`config.mk`:
```
export PLATFORM = sky130hd
export DESIGN_NAME = utf8_to_display_byte_stream_unit
export DESIGN_NICKNAME = d
export VERILOG_FILES = /design/src/utf8d_pkg.sv /design/src/utf8d_front.sv /design/src/utf8d_fifo.sv /design/src/utf8d_back.sv /design/src/utf8_to_display_byte_stream_unit.sv
export VERILOG_INCLUDE_DIRS = /design/src /design/src/src
export SDC_FILE = /design/constraint.sdc
export NUM_CORES = 1
export LEC_CHECK = 0
export BUFFER_PORTS_ARGS = -buffer_cell sky130_fd_sc_hd__buf_2
export CORE_UTILIZATION = 45
export CTS_CLUSTER_DIAMETER = 50
export DETAILED_ROUTE_END_ITERATION = 16
export HOLD_SLACK_MARGIN = 0.1
export SKIP_CTS_REPAIR_TIMING = 1
export SYNTH_ARGS = -nofsm -noshare
export SYNTH_HDL_FRONTEND = slang
export SYNTH_SLANG_ARGS = --single-unit
```
`constraint.sdc`:
```
create_clock -name clk_i -period 9.95 [get_ports clk_i]
set_input_delay 0.995 -clock clk_i [delete_from_list [all_inputs] [get_ports clk_i]]
set_output_delay 0.995 -clock clk_i [all_outputs]
set_load 0.01 [all_outputs]
```
`src/utf8_to_display_byte_stream_unit_defines.svh`:
```
// Assertion macros shared by the UTF-8 to display byte stream unit.
`ifndef UTF8_TO_DISPLAY_BYTE_STREAM_UNIT_DEFINES_SVH
`define UTF8_TO_DISPLAY_BYTE_STREAM_UNIT_DEFINES_SVH

`ifndef SYNTHESIS
`define U2D_ASSERT(lbl, clk, rstn, prop) \
  lbl: assert property (@(posedge clk) disable iff (!rstn) prop) \
    else $error("assertion failed");
`define U2D_ASSERT_NEVER(lbl, clk, rstn, cond) \
  lbl: assert property (@(posedge clk) disable iff (!rstn) !(cond)) \
    else $error("forbidden condition seen");
`else
`define U2D_ASSERT(lbl, clk, rstn, prop)
`define U2D_ASSERT_NEVER(lbl, clk, rstn, cond)
`endif

`endif

```
`src/utf8d_pkg.sv`:
```
// Types, constants and mapping functions of the UTF-8 to display byte stream unit.
package utf8d_pkg;

  localparam int unsigned QDepth = 4;
  localparam int unsigned QAw = $clog2(QDepth);
  localparam int unsigned NumSlots = 4;
  localparam int unsigned NumHeld = 3;

  localparam logic [20:0] CpBom = 21'h00FEFF;
  localparam logic [20:0] CpLeftSingle = 21'h002018;
  localparam logic [20:0] CpLeftDouble = 21'h00201C;
  localparam logic [20:0] CpEnDash = 21'h002013;
  localparam logic [20:0] CpFullLowLine = 21'h00FF3F;
  localparam logic [20:0] CpC1Single = 21'h000091;
  localparam logic [20:0] CpC1Double = 21'h000093;
  localparam logic [20:0] CpC1Dash = 21'h000096;
  localparam logic [20:0] CpAsciiEnd = 21'h000080;
  localparam logic [20:0] CpLatinLo = 21'h0000A0;
  localparam logic [20:0] CpLatinHi = 21'h0000FE;

  localparam logic [7:0] CharApostrophe = 8'h27;
  localparam logic [7:0] CharQuote = 8'h22;
  localparam logic [7:0] CharDash = 8'h2D;
  localparam logic [7:0] CharUnderscore = 8'h5F;
  localparam logic [7:0] CharQuestion = 8'h3F;

  typedef struct packed {
    logic [7:0] text_byte;
    logic       end_of_text;
  } in_word_t;

  typedef struct packed {
    logic [7:0] display_char;
    logic       last_of_run;
  } out_word_t;

  typedef struct packed {
    logic [NumSlots-1:0]      valid;
    logic [NumSlots-1:0][7:0] chars;
  } burst_t;

  typedef struct packed {
    logic [1:0] held_count;
    logic [2:0] sequence_length;
  } front_status_t;

  typedef struct packed {
    logic       valid;
    logic [7:0] ch;
  } map_t;

  function automatic map_t map_cp(logic [20:0] cp);
    map_t r;
    r.valid = 1'b1;
    r.ch = CharQuestion;
    if (cp == 21'd0 || cp == CpBom) begin
      r.valid = 1'b0;
    end else if (cp == CpLeftSingle || cp == CpLeftSingle + 21'd1 ||
                 cp == CpC1Single || cp == CpC1Single + 21'd1) begin
      r.ch = CharApostrophe;
    end else if (cp == CpLeftDouble || cp == CpLeftDouble + 21'd1 ||
                 cp == CpC1Double || cp == CpC1Double + 21'd1) begin
      r.ch = CharQuote;
    end else if (cp == CpEnDash || cp == CpEnDash + 21'd1 ||
                 cp == CpC1Dash || cp == CpC1Dash + 21'd1) begin
      r.ch = CharDash;
    end else if (cp == CpFullLowLine) begin
      r.ch = CharUnderscore;
    end else if (cp < CpAsciiEnd) begin
      r.ch = cp[7:0];
    end else if (cp >= CpLatinLo && cp <= CpLatinHi) begin
      r.ch = cp[7:0];
    end
    return r;
  endfunction

  function automatic logic [2:0] lead_len(logic [7:0] b);
    logic [2:0] len;
    len = 3'd1;
    if (b[7:5] == 3'b110) begin
      len = 3'd2;
    end else if (b[7:4] == 4'b1110) begin
      len = 3'd3;
    end else if (b[7:3] == 5'b11110) begin
      len = 3'd4;
    end
    return len;
  endfunction

endpackage

```
`src/utf8d_front.sv`:
```
// Front end: holds a started sequence, decodes it and forms the burst of output characters.
module utf8d_front (
  input  logic                     clk_i,
  input  logic                     rst_ni,
  input  logic                     accept_i,
  input  utf8d_pkg::in_word_t      in_word_i,
  output logic                     burst_valid_o,
  output utf8d_pkg::burst_t        burst_o,
  output utf8d_pkg::front_status_t status_o
);

  logic [7:0]  held_q [utf8d_pkg::NumHeld];
  logic [1:0]  cnt_q, cnt_d;
  logic [2:0]  seq_q, seq_d;
  logic        hold_we;
  logic [1:0]  hold_idx;

  logic [7:0]  b;
  logic        eot;
  logic        is_cont;
  logic [2:0]  len;
  logic        seq_active;
  logic        weird;
  logic        case_cont;
  logic        complete;
  logic        append;
  logic        overflow;
  logic        fresh;
  logic        is_lead;
  logic        prefix_en;
  logic        tail_en;
  logic [20:0] cp;
  logic [20:0] tail_cp;
  utf8d_pkg::map_t tail_map;
  utf8d_pkg::map_t held_map [utf8d_pkg::NumHeld];

  always_comb begin
    b = in_word_i.text_byte;
    eot = in_word_i.end_of_text;
    is_cont = (b[7:6] == 2'b10);
    len = utf8d_pkg::lead_len(b);
    is_lead = (len >= 3'd2);
    seq_active = (seq_q != 3'd0);
    weird = (cnt_q == 2'd0) || (seq_q > 3'd4);
    case_cont = seq_active && !weird && is_cont;
    complete = case_cont && (({1'b0, cnt_q} + 3'd1) == seq_q);
    append = case_cont && !complete && (cnt_q < 2'd3);
    overflow = case_cont && !complete && !append;
    fresh = !case_cont;
    prefix_en = (append && eot) || overflow || (fresh && seq_active);
    tail_en = complete || (append && eot) || overflow || (fresh && !(is_lead && !eot));

    case (seq_q)
      3'd2: cp = {10'd0, held_q[0][4:0], b[5:0]};
      3'd3: cp = {5'd0, held_q[0][3:0], held_q[1][5:0], b[5:0]};
      default: cp = {held_q[0][2:0], held_q[1][5:0], held_q[2][5:0], b[5:0]};
    endcase
    tail_cp = complete ? cp : {13'd0, b};
    tail_map = utf8d_pkg::map_cp(tail_cp);

    for (int i = 0; i < utf8d_pkg::NumHeld; i++) begin
      held_map[i] = utf8d_pkg::map_cp({13'd0, held_q[i]});
      burst_o.valid[i] = prefix_en && (cnt_q > 2'(i)) && held_map[i].valid;
      burst_o.chars[i] = held_map[i].ch;
    end
    burst_o.valid[utf8d_pkg::NumSlots-1] = tail_en && tail_map.valid;
    burst_o.chars[utf8d_pkg::NumSlots-1] = tail_map.ch;
    burst_valid_o = accept_i && (burst_o.valid != '0);

    cnt_d = cnt_q;
    seq_d = seq_q;
    hold_we = 1'b0;
    hold_idx = cnt_q;
    if (complete || overflow) begin
      cnt_d = 2'd0;
      seq_d = 3'd0;
    end else if (append) begin
      hold_we = 1'b1;
      cnt_d = cnt_q + 2'd1;
    end else if (is_lead) begin
      hold_we = 1'b1;
      hold_idx = 2'd0;
      cnt_d = 2'd1;
      seq_d = len;
    end else begin
      cnt_d = 2'd0;
      seq_d = 3'd0;
    end
    if (eot) begin
      cnt_d = 2'd0;
      seq_d = 3'd0;
    end
  end

  always_ff @(posedge clk_i or negedge rst_ni) begin
    if (!rst_ni) begin
      cnt_q <= 2'd0;
      seq_q <= 3'd0;
    end else if (accept_i) begin
      cnt_q <= cnt_d;
      seq_q <= seq_d;
    end
  end

  always_ff @(posedge clk_i) begin
    for (int i = 0; i < utf8d_pkg::NumHeld; i++) begin
      if (accept_i && hold_we && (hold_idx == 2'(i))) begin
        held_q[i] <= b;
      end
    end
  end

  assign status_o.held_count = cnt_q;
  assign status_o.sequence_length = seq_q;

endmodule

```
`src/utf8d_fifo.sv`:
```
// Short queue of character bursts between the front end and the back end.
module utf8d_fifo (
  input  logic              clk_i,
  input  logic              rst_ni,
  input  logic              wr_en_i,
  input  utf8d_pkg::burst_t wr_data_i,
  output logic              full_o,
  input  logic              rd_en_i,
  output utf8d_pkg::burst_t rd_data_o,
  output logic              empty_o
);

  utf8d_pkg::burst_t mem_q [utf8d_pkg::QDepth];
  logic [utf8d_pkg::QAw-1:0] wr_ptr_q;
  logic [utf8d_pkg::QAw-1:0] rd_ptr_q;
  logic [utf8d_pkg::QAw:0]   cnt_q;
  logic                      do_wr;
  logic                      do_rd;

  assign full_o = (cnt_q == (utf8d_pkg::QAw+1)'(utf8d_pkg::QDepth));
  assign empty_o = (cnt_q == '0);
  assign do_wr = wr_en_i && !full_o;
  assign do_rd = rd_en_i && !empty_o;
  assign rd_data_o = mem_q[rd_ptr_q];

  always_ff @(posedge clk_i or negedge rst_ni) begin
    if (!rst_ni) begin
      wr_ptr_q <= '0;
      rd_ptr_q <= '0;
      cnt_q <= '0;
    end else begin
      if (do_wr) begin
        wr_ptr_q <= wr_ptr_q + 1'b1;
      end
      if (do_rd) begin
        rd_ptr_q <= rd_ptr_q + 1'b1;
      end
      if (do_wr && !do_rd) begin
        cnt_q <= cnt_q + 1'b1;
      end else if (do_rd && !do_wr) begin
        cnt_q <= cnt_q - 1'b1;
      end
    end
  end

  always_ff @(posedge clk_i) begin
    if (do_wr) begin
      mem_q[wr_ptr_q] <= wr_data_i;
    end
  end

endmodule

```
`src/utf8d_back.sv`:
```
// Back end: holds one burst and hands out its characters one word at a time.
module utf8d_back (
  input  logic                 clk_i,
  input  logic                 rst_ni,
  input  logic                 fifo_empty_i,
  input  utf8d_pkg::burst_t    fifo_data_i,
  output logic                 fifo_pop_o,
  input  logic                 pop_i,
  output logic                 empty_o,
  output utf8d_pkg::out_word_t data_o
);

  logic [utf8d_pkg::NumSlots-1:0]      mask_q, mask_d;
  logic [utf8d_pkg::NumSlots-1:0][7:0] chars_q;
  logic [1:0]                          idx;
  logic [utf8d_pkg::NumSlots-1:0]      rest;
  logic                                last;
  logic                                take;
  logic                                load;

  always_comb begin
    idx = 2'd0;
    for (int i = utf8d_pkg::NumSlots - 1; i >= 0; i--) begin
      if (mask_q[i]) begin
        idx = 2'(i);
      end
    end
    rest = mask_q & ~(utf8d_pkg::NumSlots'(1) << idx);
    last = (rest == '0);
    empty_o = (mask_q == '0);
    take = pop_i && !empty_o;
    load = (empty_o || (take && last)) && !fifo_empty_i;
    fifo_pop_o = load;
    data_o.display_char = chars_q[idx];
    data_o.last_of_run = last;
    if (load) begin
      mask_d = fifo_data_i.valid;
    end else if (take) begin
      mask_d = rest;
    end else begin
      mask_d = mask_q;
    end
  end

  always_ff @(posedge clk_i or negedge rst_ni) begin
    if (!rst_ni) begin
      mask_q <= '0;
    end else begin
      mask_q <= mask_d;
    end
  end

  always_ff @(posedge clk_i) begin
    if (load) begin
      chars_q <= fifo_data_i.chars;
    end
  end

endmodule

```
`src/utf8_to_display_byte_stream_unit.sv`:
```
// Top level of the UTF-8 to display byte stream unit.
//
//   Channel   Direction  Handshake            Word
//   input     in         push / full          data_i  (text_byte, end_of_text)
//   result    out        empty / pop          data_o  (display_char, last_of_run)
//
// An input byte is taken in the cycle it is pushed and may be followed by another
// in the next cycle while the burst queue has room.
// Each byte gives zero to four characters, which leave one per cycle from the back end while pop is held;
// the first is written into the burst queue, then loaded into the back end, before it reaches the result ports.
// A byte that gives no character reaches no queue entry.
// Reset clears the held sequence, the queue pointers and the back end.
// A stalled result side fills the four-entry queue, after which full is raised.
`include "utf8_to_display_byte_stream_unit_defines.svh"

module utf8_to_display_byte_stream_unit (
  input  logic                 clk_i,
  input  logic                 rst_ni,
  input  logic                 push,
  output logic                 full,
  input  utf8d_pkg::in_word_t  data_i,
  output logic                 empty,
  input  logic                 pop,
  output utf8d_pkg::out_word_t data_o
);

  logic                     accept;
  logic                     burst_valid;
  utf8d_pkg::burst_t        burst;
  utf8d_pkg::front_status_t front_status;
  logic                     fifo_empty;
  logic                     fifo_pop;
  utf8d_pkg::burst_t        fifo_data;
  logic                     eot_taken;
  logic                     front_clear;
  logic                     run_going;
  logic                     refill_due;
  logic                     held_overrun;

  assign accept = push && !full;

  utf8d_front u_front (
    .clk_i        (clk_i),
    .rst_ni       (rst_ni),
    .accept_i     (accept),
    .in_word_i    (data_i),
    .burst_valid_o(burst_valid),
    .burst_o      (burst),
    .status_o     (front_status)
  );

  utf8d_fifo u_fifo (
    .clk_i    (clk_i),
    .rst_ni   (rst_ni),
    .wr_en_i  (burst_valid),
    .wr_data_i(burst),
    .full_o   (full),
    .rd_en_i  (fifo_pop),
    .rd_data_o(fifo_data),
    .empty_o  (fifo_empty)
  );

  utf8d_back u_back (
    .clk_i       (clk_i),
    .rst_ni      (rst_ni),
    .fifo_empty_i(fifo_empty),
    .fifo_data_i (fifo_data),
    .fifo_pop_o  (fifo_pop),
    .pop_i       (pop),
    .empty_o     (empty),
    .data_o      (data_o)
  );

  assign eot_taken = accept && data_i.end_of_text;
  assign front_clear = (front_status.held_count == 2'd0) &&
                       (front_status.sequence_length == 3'd0);
  assign run_going = pop && !empty && !data_o.last_of_run;
  assign refill_due = !fifo_empty && (empty || (pop && data_o.last_of_run));
  assign held_overrun = (front_status.sequence_length != 3'd0) &&
                        (3'(front_status.held_count) >= front_status.sequence_length);

  `U2D_ASSERT(a_eot_clears_held, clk_i, rst_ni, eot_taken |=> front_clear)
  `U2D_ASSERT(a_run_continues, clk_i, rst_ni, run_going |=> !empty)
  `U2D_ASSERT(a_back_refills, clk_i, rst_ni, refill_due |=> !empty)
  `U2D_ASSERT_NEVER(a_held_in_range, clk_i, rst_ni, held_overrun)

endmodule

```
# Yosys cells after proc, flatten, opt, wreduce, memory -nomap -nowiden
# Memories as Yosys holds them, arrays and structs flattened.
# Cells that the tools add are included.
classes:
  shift: 1
  bitwise_logic: 2
  mux: 72
  eq_ne: 43
  order_cmp: 19
  add_sub_neg: 6
  reduce_logical: 88
ops:
  columns: ["operator", "count"]
  rows:
  - ["2-to-1 mux 8 bit", 28]
  - ["== test 8 bit (second input constant)", 18]
  - ["== test 21 x 14 -> 1 bit (second input constant)", 6]
  - ["== test 21 x 8 -> 1 bit (second input constant)", 6]
  - ["== test 21 x 16 -> 1 bit (second input constant)", 2]
  - ["one-hot mux 21 bit (2 select lines)", 1]
  - ["logical AND 1 bit", 34]
  - ["logical OR 1 bit", 27]
  - ["2-to-1 mux 3 bit", 9]
  - ["greater-or-equal comparator 8 bit (second input constant)", 3]
  - ["less-or-equal comparator 8 bit (second input constant)", 3]
  - ["logical NOT 8 bit", 3]
  - ["less-than comparator 8 bit (second input constant)", 3]
  - ["2-to-1 mux 2 bit", 12]
  - ["greater-or-equal comparator 21 x 8 -> 1 bit (second input constant)", 1]
  - ["less-or-equal comparator 21 x 8 -> 1 bit (second input constant)", 1]
  - ["logical NOT 21 bit", 1]
  - ["less-than comparator 21 x 8 -> 1 bit (second input constant)", 1]
  - ["2-to-1 mux 21 bit", 1]
  - ["2-to-1 mux 1 bit", 18]
  - ["binary-select mux 8 bit (select 2 bit)", 1]
  - ["OR reduction 8 bit", 2]
  - ["logical NOT 1 bit", 11]
  - ["logical NOT 4 bit", 2]
  - ["other kinds (28)", 37]
word_totals:
  memories: 2
  ram_bits: 168
  regBits: 48
  output_inout_bits: 11
  word_cells: 243
  in_bits: 13
memory_table:
  columns: ["memory", "depth", "width", "rd", "rd_ports_with_merged_regs", "wr", "line", "rtl"]
  rows:
  - ["u_fifo.mem_q", 4, 36, 1, 0, 1, "utf8d_fifo.sv:13", "utf8d_pkg::burst_t mem_q [utf8d_pkg::QDepth];"]
  - ["u_front.held_q", 3, 8, 3, 0, 1, "utf8d_front.sv:12", "logic [7:0] held_q [utf8d_pkg::NumHeld];"]

# Longest topological paths before layout
depth:
  ltp_word: 22
  depth_mapped: 15
  depth_no_buf: 14

# Modules after synthesis
# A second synthesis with hierarchy kept.
unflattened:
  hier_cells: 655
  hier_area_um2: 9839.4
by_module_without_submodules:
  columns: ["mod", "instances", "seq_area_each_um2", "cells_each", "area_per_inst_um2"]
  rows:
  - ["utf8d_fifo", 1, 4499.3, 224, 5635.4]
  - ["utf8d_front", 1, 845.8, 316, 2600.0]
  - ["utf8d_back", 1, 1061.0, 114, 1590.3]
  - ["utf8_to_display_byte_stream_unit", 1, 0.0, 1, 13.8]

# Worst setup path after synthesis
# No wires, ideal clock.
synth_timing:
  path_type: "register to register"
  startpoint: "register u_back.mask_q[2] (netlist name)"
  endpoint: "register u_fifo.cnt_q[1] (netlist name)"
  t_required_ps: 9825
  t_arrival_ps: 3822
  path_stages_with_launch: 10
  n_path_buf: 0
  setup_slack_ps: 6003
  setup_ps: 125
  period_less_slack_ps: 3947
  path_cell_list: "dfrtp_1 or2_2 nor3_1 a21oi_1 nor2_1 inv_1 ha_1 inv_1 fa_1 mux2_2"
synth_lines:
  columns: ["item", "line", "rtl"]
  rows:
  - ["start, declared", "utf8d_back.sv:13", "logic [utf8d_pkg::NumSlots-1:0] mask_q, mask_d;"]
  - ["start signal, assigned", "utf8d_back.sv:49", "mask_q <= mask_d;"]
  - ["logical NOT 4 bit (*)", "utf8d_back.sv:30", "empty_o = (mask_q == '0);"]
  - ["via empty", "utf8_to_display_byte_stream_unit.sv:22", "output logic empty,"]
  - ["logical NOT 1 bit", "utf8d_back.sv:31", "take = pop_i && !empty_o;"]
  - ["logical AND 1 bit", "utf8d_back.sv:31", null]
  - ["logical AND 1 bit", "utf8d_back.sv:32", "load = (empty_o || (take && last)) && !fifo_empty_i;"]
  - ["logical OR 1 bit (*)", "utf8d_back.sv:32", null]
  - ["logical AND 1 bit (*)", "utf8d_back.sv:32", null]
  - ["via fifo_pop", "utf8_to_display_byte_stream_unit.sv:32", "logic fifo_pop;"]
  - ["logical AND 1 bit (*)", "utf8d_fifo.sv:23", "assign do_rd = rd_en_i && !empty_o;"]
  - ["logical NOT 1 bit", "utf8d_fifo.sv:38", "if (do_wr && !do_rd) begin"]
  - ["logical AND 1 bit", "utf8d_fifo.sv:38", null]
  - ["2-to-1 mux 3 bit / nonzero test 2 bit (equally long branches)", null, null]
  - ["end signal, assigned", "utf8d_fifo.sv:39", "cnt_q <= cnt_q + 1'b1;"]
  - ["end signal, assigned", "utf8d_fifo.sv:41", "cnt_q <= cnt_q - 1'b1;"]
  - ["end, declared", "utf8d_fifo.sv:16", "logic [utf8d_pkg::QAw:0] cnt_q;"]
# The timed path passes the listed nets; every way through them passes the cells marked *.
# A chain may end at the register's enable or synchronous reset.

# Worst setup path after layout
layout_timing:
  startpoint: "register u_front.cnt_q[0]"
  endpoint: "memory u_fifo.mem_q[1][20] (netlist name), enable pin"
layout_between:
  elab_chain_cells: 20
layout_lines:
  columns: ["item", "line", "rtl"]
  rows:
  - ["start, declared", "utf8d_front.sv:13", "logic [1:0] cnt_q, cnt_d;"]
  - ["start signal, assigned", "utf8d_front.sv:100", "cnt_q <= cnt_d;"]
  - ["parallel branches: the longest is 15 deep, another holds adder 2 x 1 -> 3 bit", null, null]
  - ["nonzero test 4 bit (*)", "utf8d_front.sv:68", "burst_valid_o = accept_i && (burst_o.valid != '0);"]
  - ["logical AND 1 bit (*)", "utf8d_front.sv:68", null]
  - ["logical AND 1 bit (*)", "utf8d_fifo.sv:22", "assign do_wr = wr_en_i && !full_o;"]
  - ["via u_fifo.do_wr", "utf8d_fifo.sv:17", "logic do_wr;"]
  - ["2-to-1 mux 1 bit (*)", "utf8d_fifo.sv:47", "if (do_wr) begin"]
  - ["2-to-1 mux 1 bit (not written as such) (*)", "utf8d_fifo.sv:48", "mem_q[wr_ptr_q] <= wr_data_i;"]
  - ["end, declared", "utf8d_fifo.sv:13", null]
# Mark *: on every way through the listed nets, which the timed path passes.

==> results.md <==
- Status: complete, no violations
- Switching share of power: 28.9%
- Worst Setup Start Kind: flip-flop
- Crit Path Category: reg -> reg
- Synth Register Bits: 216
- Synth Area in Adders: 1.38%
- Synthesized area per cell: 14.9 um^2
- Nature of the critical path endpoint: flip-flop
- Post-Syn Instances: 646
- F_max: 0.256 GHz
- Cell taking the most area after synthesis: edfxtp_1
- Tcrit/Tclk final: 39.3%
- WL/cell: 20.8 um
- Number of port buffers: 23
- Commonest non-fill, non-tap cells in the layout: 200 x edfxtp_1, 52 x nand2_1, 36 x mux4_2
- Clock-pin slew on the worst setup and hold paths: 0.06 ns
- RSZ-0062 raised after global routing: no
- Nets: 692
- Worst hold path type: in -> async
- Main combinational cell family by area after synthesis: simple AND/OR/NAND/NOR gates
- CP arrival: 4.03 ns
- Netlist cell types: 74
- Post-Route WL: 20.0 mm
- Synth Flop Type: edfxtp_1
- Die area: 0.0220 mm^2
- Cts bufs inserted: 24
- Crit path max-delay cell type: and2_2
- Initial Util: 45.8%
- Number of synthesized flops with an enable pin: 200
- GR Overflow Total: 0
- Setup TNS: 0 ns
- Yosys synthesis warning count: 0
- Via count: 5,546
- Antenna violations before repair: 0
- Post-DRT Antenna Nets: 0
- Pre-antenna DRT Iters: 5
- Ports: 24
- Post-synth ARST share: 7.41%
- Diode count: 0
- DRC Markers: 0
- Post-synthesis mux area share: 9.58%
- Top cells by area, synth: edfxtp_1 62%, mux4_2 8.4%, dfrtp_1 4.2%, nand2_1 2.0%, o21ai_0 1.7%
- First-pass GRT wire length: 30.9 mm
- Drt initial violations: 443
- Worst ir drop on vdd: 0.139 mV
- Die width: 148 um
- # Max-Cap Violations: 0
- Synth Area in XOR/XNOR: 1.27%
- Clock power share: 29.2%
- Final Cell Area: 0.0108 mm^2
- RD Place Congestion: 0.910
- Pins over their slew limit: 0
- Tot GR Track Use: 18.6%
- Crit-path max FO: 36
- Commonest non-fill, non-tap cell in the layout: edfxtp_1
- Reg power frac: 46.3%
- Vias in the first global route: 5,499
- Power Density: 269 mW/mm^2
- Row count: 53
- Final setup vio count: 0
- Rel. slew slack: 32.5%
- Int Pwr: 2.06 mW
- CP max stage delay: 0.90 ns
- CTS Buffer Depth: 3
- Share of post-route cells with drive strength above 1: 18.5%
- Area growth, synth to finish: 11.8%
- Cell area after placement: 0.00999 mm^2
- Worst-Skew Late Latency: 0.51 ns
- Post-Synth Simple-Gate Area: 10.2%
- Sink Count: 216
- Least-Margin Pin Slew: 1.01 ns
- Post-synthesis compound-gate area fraction: 8.80%
- Mapped Area: 0.00963 mm^2
- Level count of the clock H-tree: 1
- Core box area: 0.0210 mm^2
- Worst EP required: 10.07 ns
- CP Cell Sequence: inv_1 -> ha_1 -> xnor2_1 -> and3_1 -> nand2_2 -> a21oi_4 -> nor4_4 -> a2111oi_4 -> and2_2
- Largest net degree at the start of global routing: 40
- Final Hold Violating Endpoints: 0
- Final Critical Period: 3.91 ns
- Yosys top cell area share: 62.4%
- Leakage Power: 3.55 nW
- Switching pwr: 0.834 mW
- Post-synth net total: 669
- DP Wirelength: 13.8 mm
- Sequential cell area fraction in the yosys report: 66.6%
- Layout Skew: 0.0205 ns
- Die height: 148 um
- Clock root buffer master: clkbuf_16
- TritonCTS clock tree: done
- Drt via density: 5.77
- Comb power frac: 24.5%
[registers in the layout, summed over array words and instances (netlist names)]
| register | flops |
|---|---|
| u_fifo.wr_ptr_q | 2 |
| u_fifo.mem_q | 144 |
| u_front.seq_q | 3 |
| u_front.cnt_q | 2 |
| u_fifo.cnt_q | 3 |
| u_back.chars_q | 32 |
| u_fifo.rd_ptr_q | 2 |
| u_back.mask_q | 4 |
| u_front.held_q | 24 |
[power by group through the flow]
stage | Clock [mW] | Combinational (mW) | Sequential (mW)
finish | 0.845 | 0.708 | 1.34
global route | 0.896 | 0.777 | 1.36
CTS | 0.864 | 0.725 | 1.34
detailed placement | 0 | 0.724 | 1.36
global placement | 0 | 0.710 | 1.35
floorplan | 0 | 0.527 | 1.32
[cell type report]
class                           instances  area, um^2
Timing Repair Buffer                   28         153
Clock buffer                           35         683
Inverter                               18        67.6
Clock inverter                          9        87.6
Fill cell                            1727       10300
Tap cell                              275         344
Sequential cell                       216        6410
Multi-Input combinational cell        381        3020
[final timing paths]
| check | from | to | slack (ns) | cells past startpoint |
|---|---|---|---|---|
| setup / recovery | u_front.cnt_q[0] | u_fifo.mem_q[1][20] | 6.04 | 9 |
| hold / removal | rst_ni | u_back.mask_q[0] | 0.41 | 1 |
| setup reg to reg | u_front.cnt_q[0] | u_fifo.mem_q[1][20] | 6.04 | 9 |
| hold reg to reg | u_fifo.cnt_q[2] | u_fifo.cnt_q[2] | 0.50 | 1 |
| max in group asynchronous | rst_ni | u_fifo.rd_ptr_q[0] | 9.22 | 1 |
| min in group clk_i | u_fifo.cnt_q[2] | u_fifo.cnt_q[2] | 0.50 | 1 |
[layer usage]
metal	track usage, %	routed length, um
met5	0	0
met4	5.82	454
met3	2.76	888
met2	29.4	9320
met1	26.8	9350
[logic make-up after synthesis]
kind of cell	after synthesis
flops	216
compound gates	123
fa+ha+maj	10
xor+xnor	14
simple gates	189
buf+inv	49
mux	45
[worst max-delay path, delay by kind of cell (launching register included)]
family	cells	cell delay (ns)
AO/OA/AOI/OAI	2	0.84
adder cells (fa/ha/maj)	1	0.34
AND/OR/NAND/NOR	4	1.49
flip-flops	1	0.49
XOR/XNOR	1	0.22
buffers and inverters	1	0.11
[synth_stat cells (3+ instances only)]
cell type	number
nor4_1	7
a21oi_1	21
and3_1	4
nor2b_1	11
dfrtp_1	16
and2_1	5
or3_1	7
a211oi_1	3
nor3_1	12
edfxtp_1	200
o21ai_0	33
buf_4	3
nor2_1	35
inv_1	18
nand4_1	6
ha_1	9
nand2_1	52
clkbuf_1	16
nand3b_1	4
a22oi_1	17
nand2b_1	6
xnor2_1	7
xor2_1	7
nor3b_1	8
mux2_4	3
o22ai_1	5
mux4_2	36
nand3_1	20
mux2_2	4
o211ai_1	3
buf_1	7
o21ai_1	5
buf_2	3
[through the flow]
stage	setup slack (ns)	hold WS (ns)	util (%)	std cells	power [mW]
detailed placement	5.71	0.486	47.5	918	2.08
floorplan	6.00	0.456	-	646	1.85
finish	6.04	0.410	51.2	962	2.89
CTS	5.97	0.415	51.2	962	2.93
global placement	5.81	0.476	47.5	918	2.06
global route	5.66	0.428	51.2	962	3.03
No activity file was read; power rests on OpenSTA's default activity.
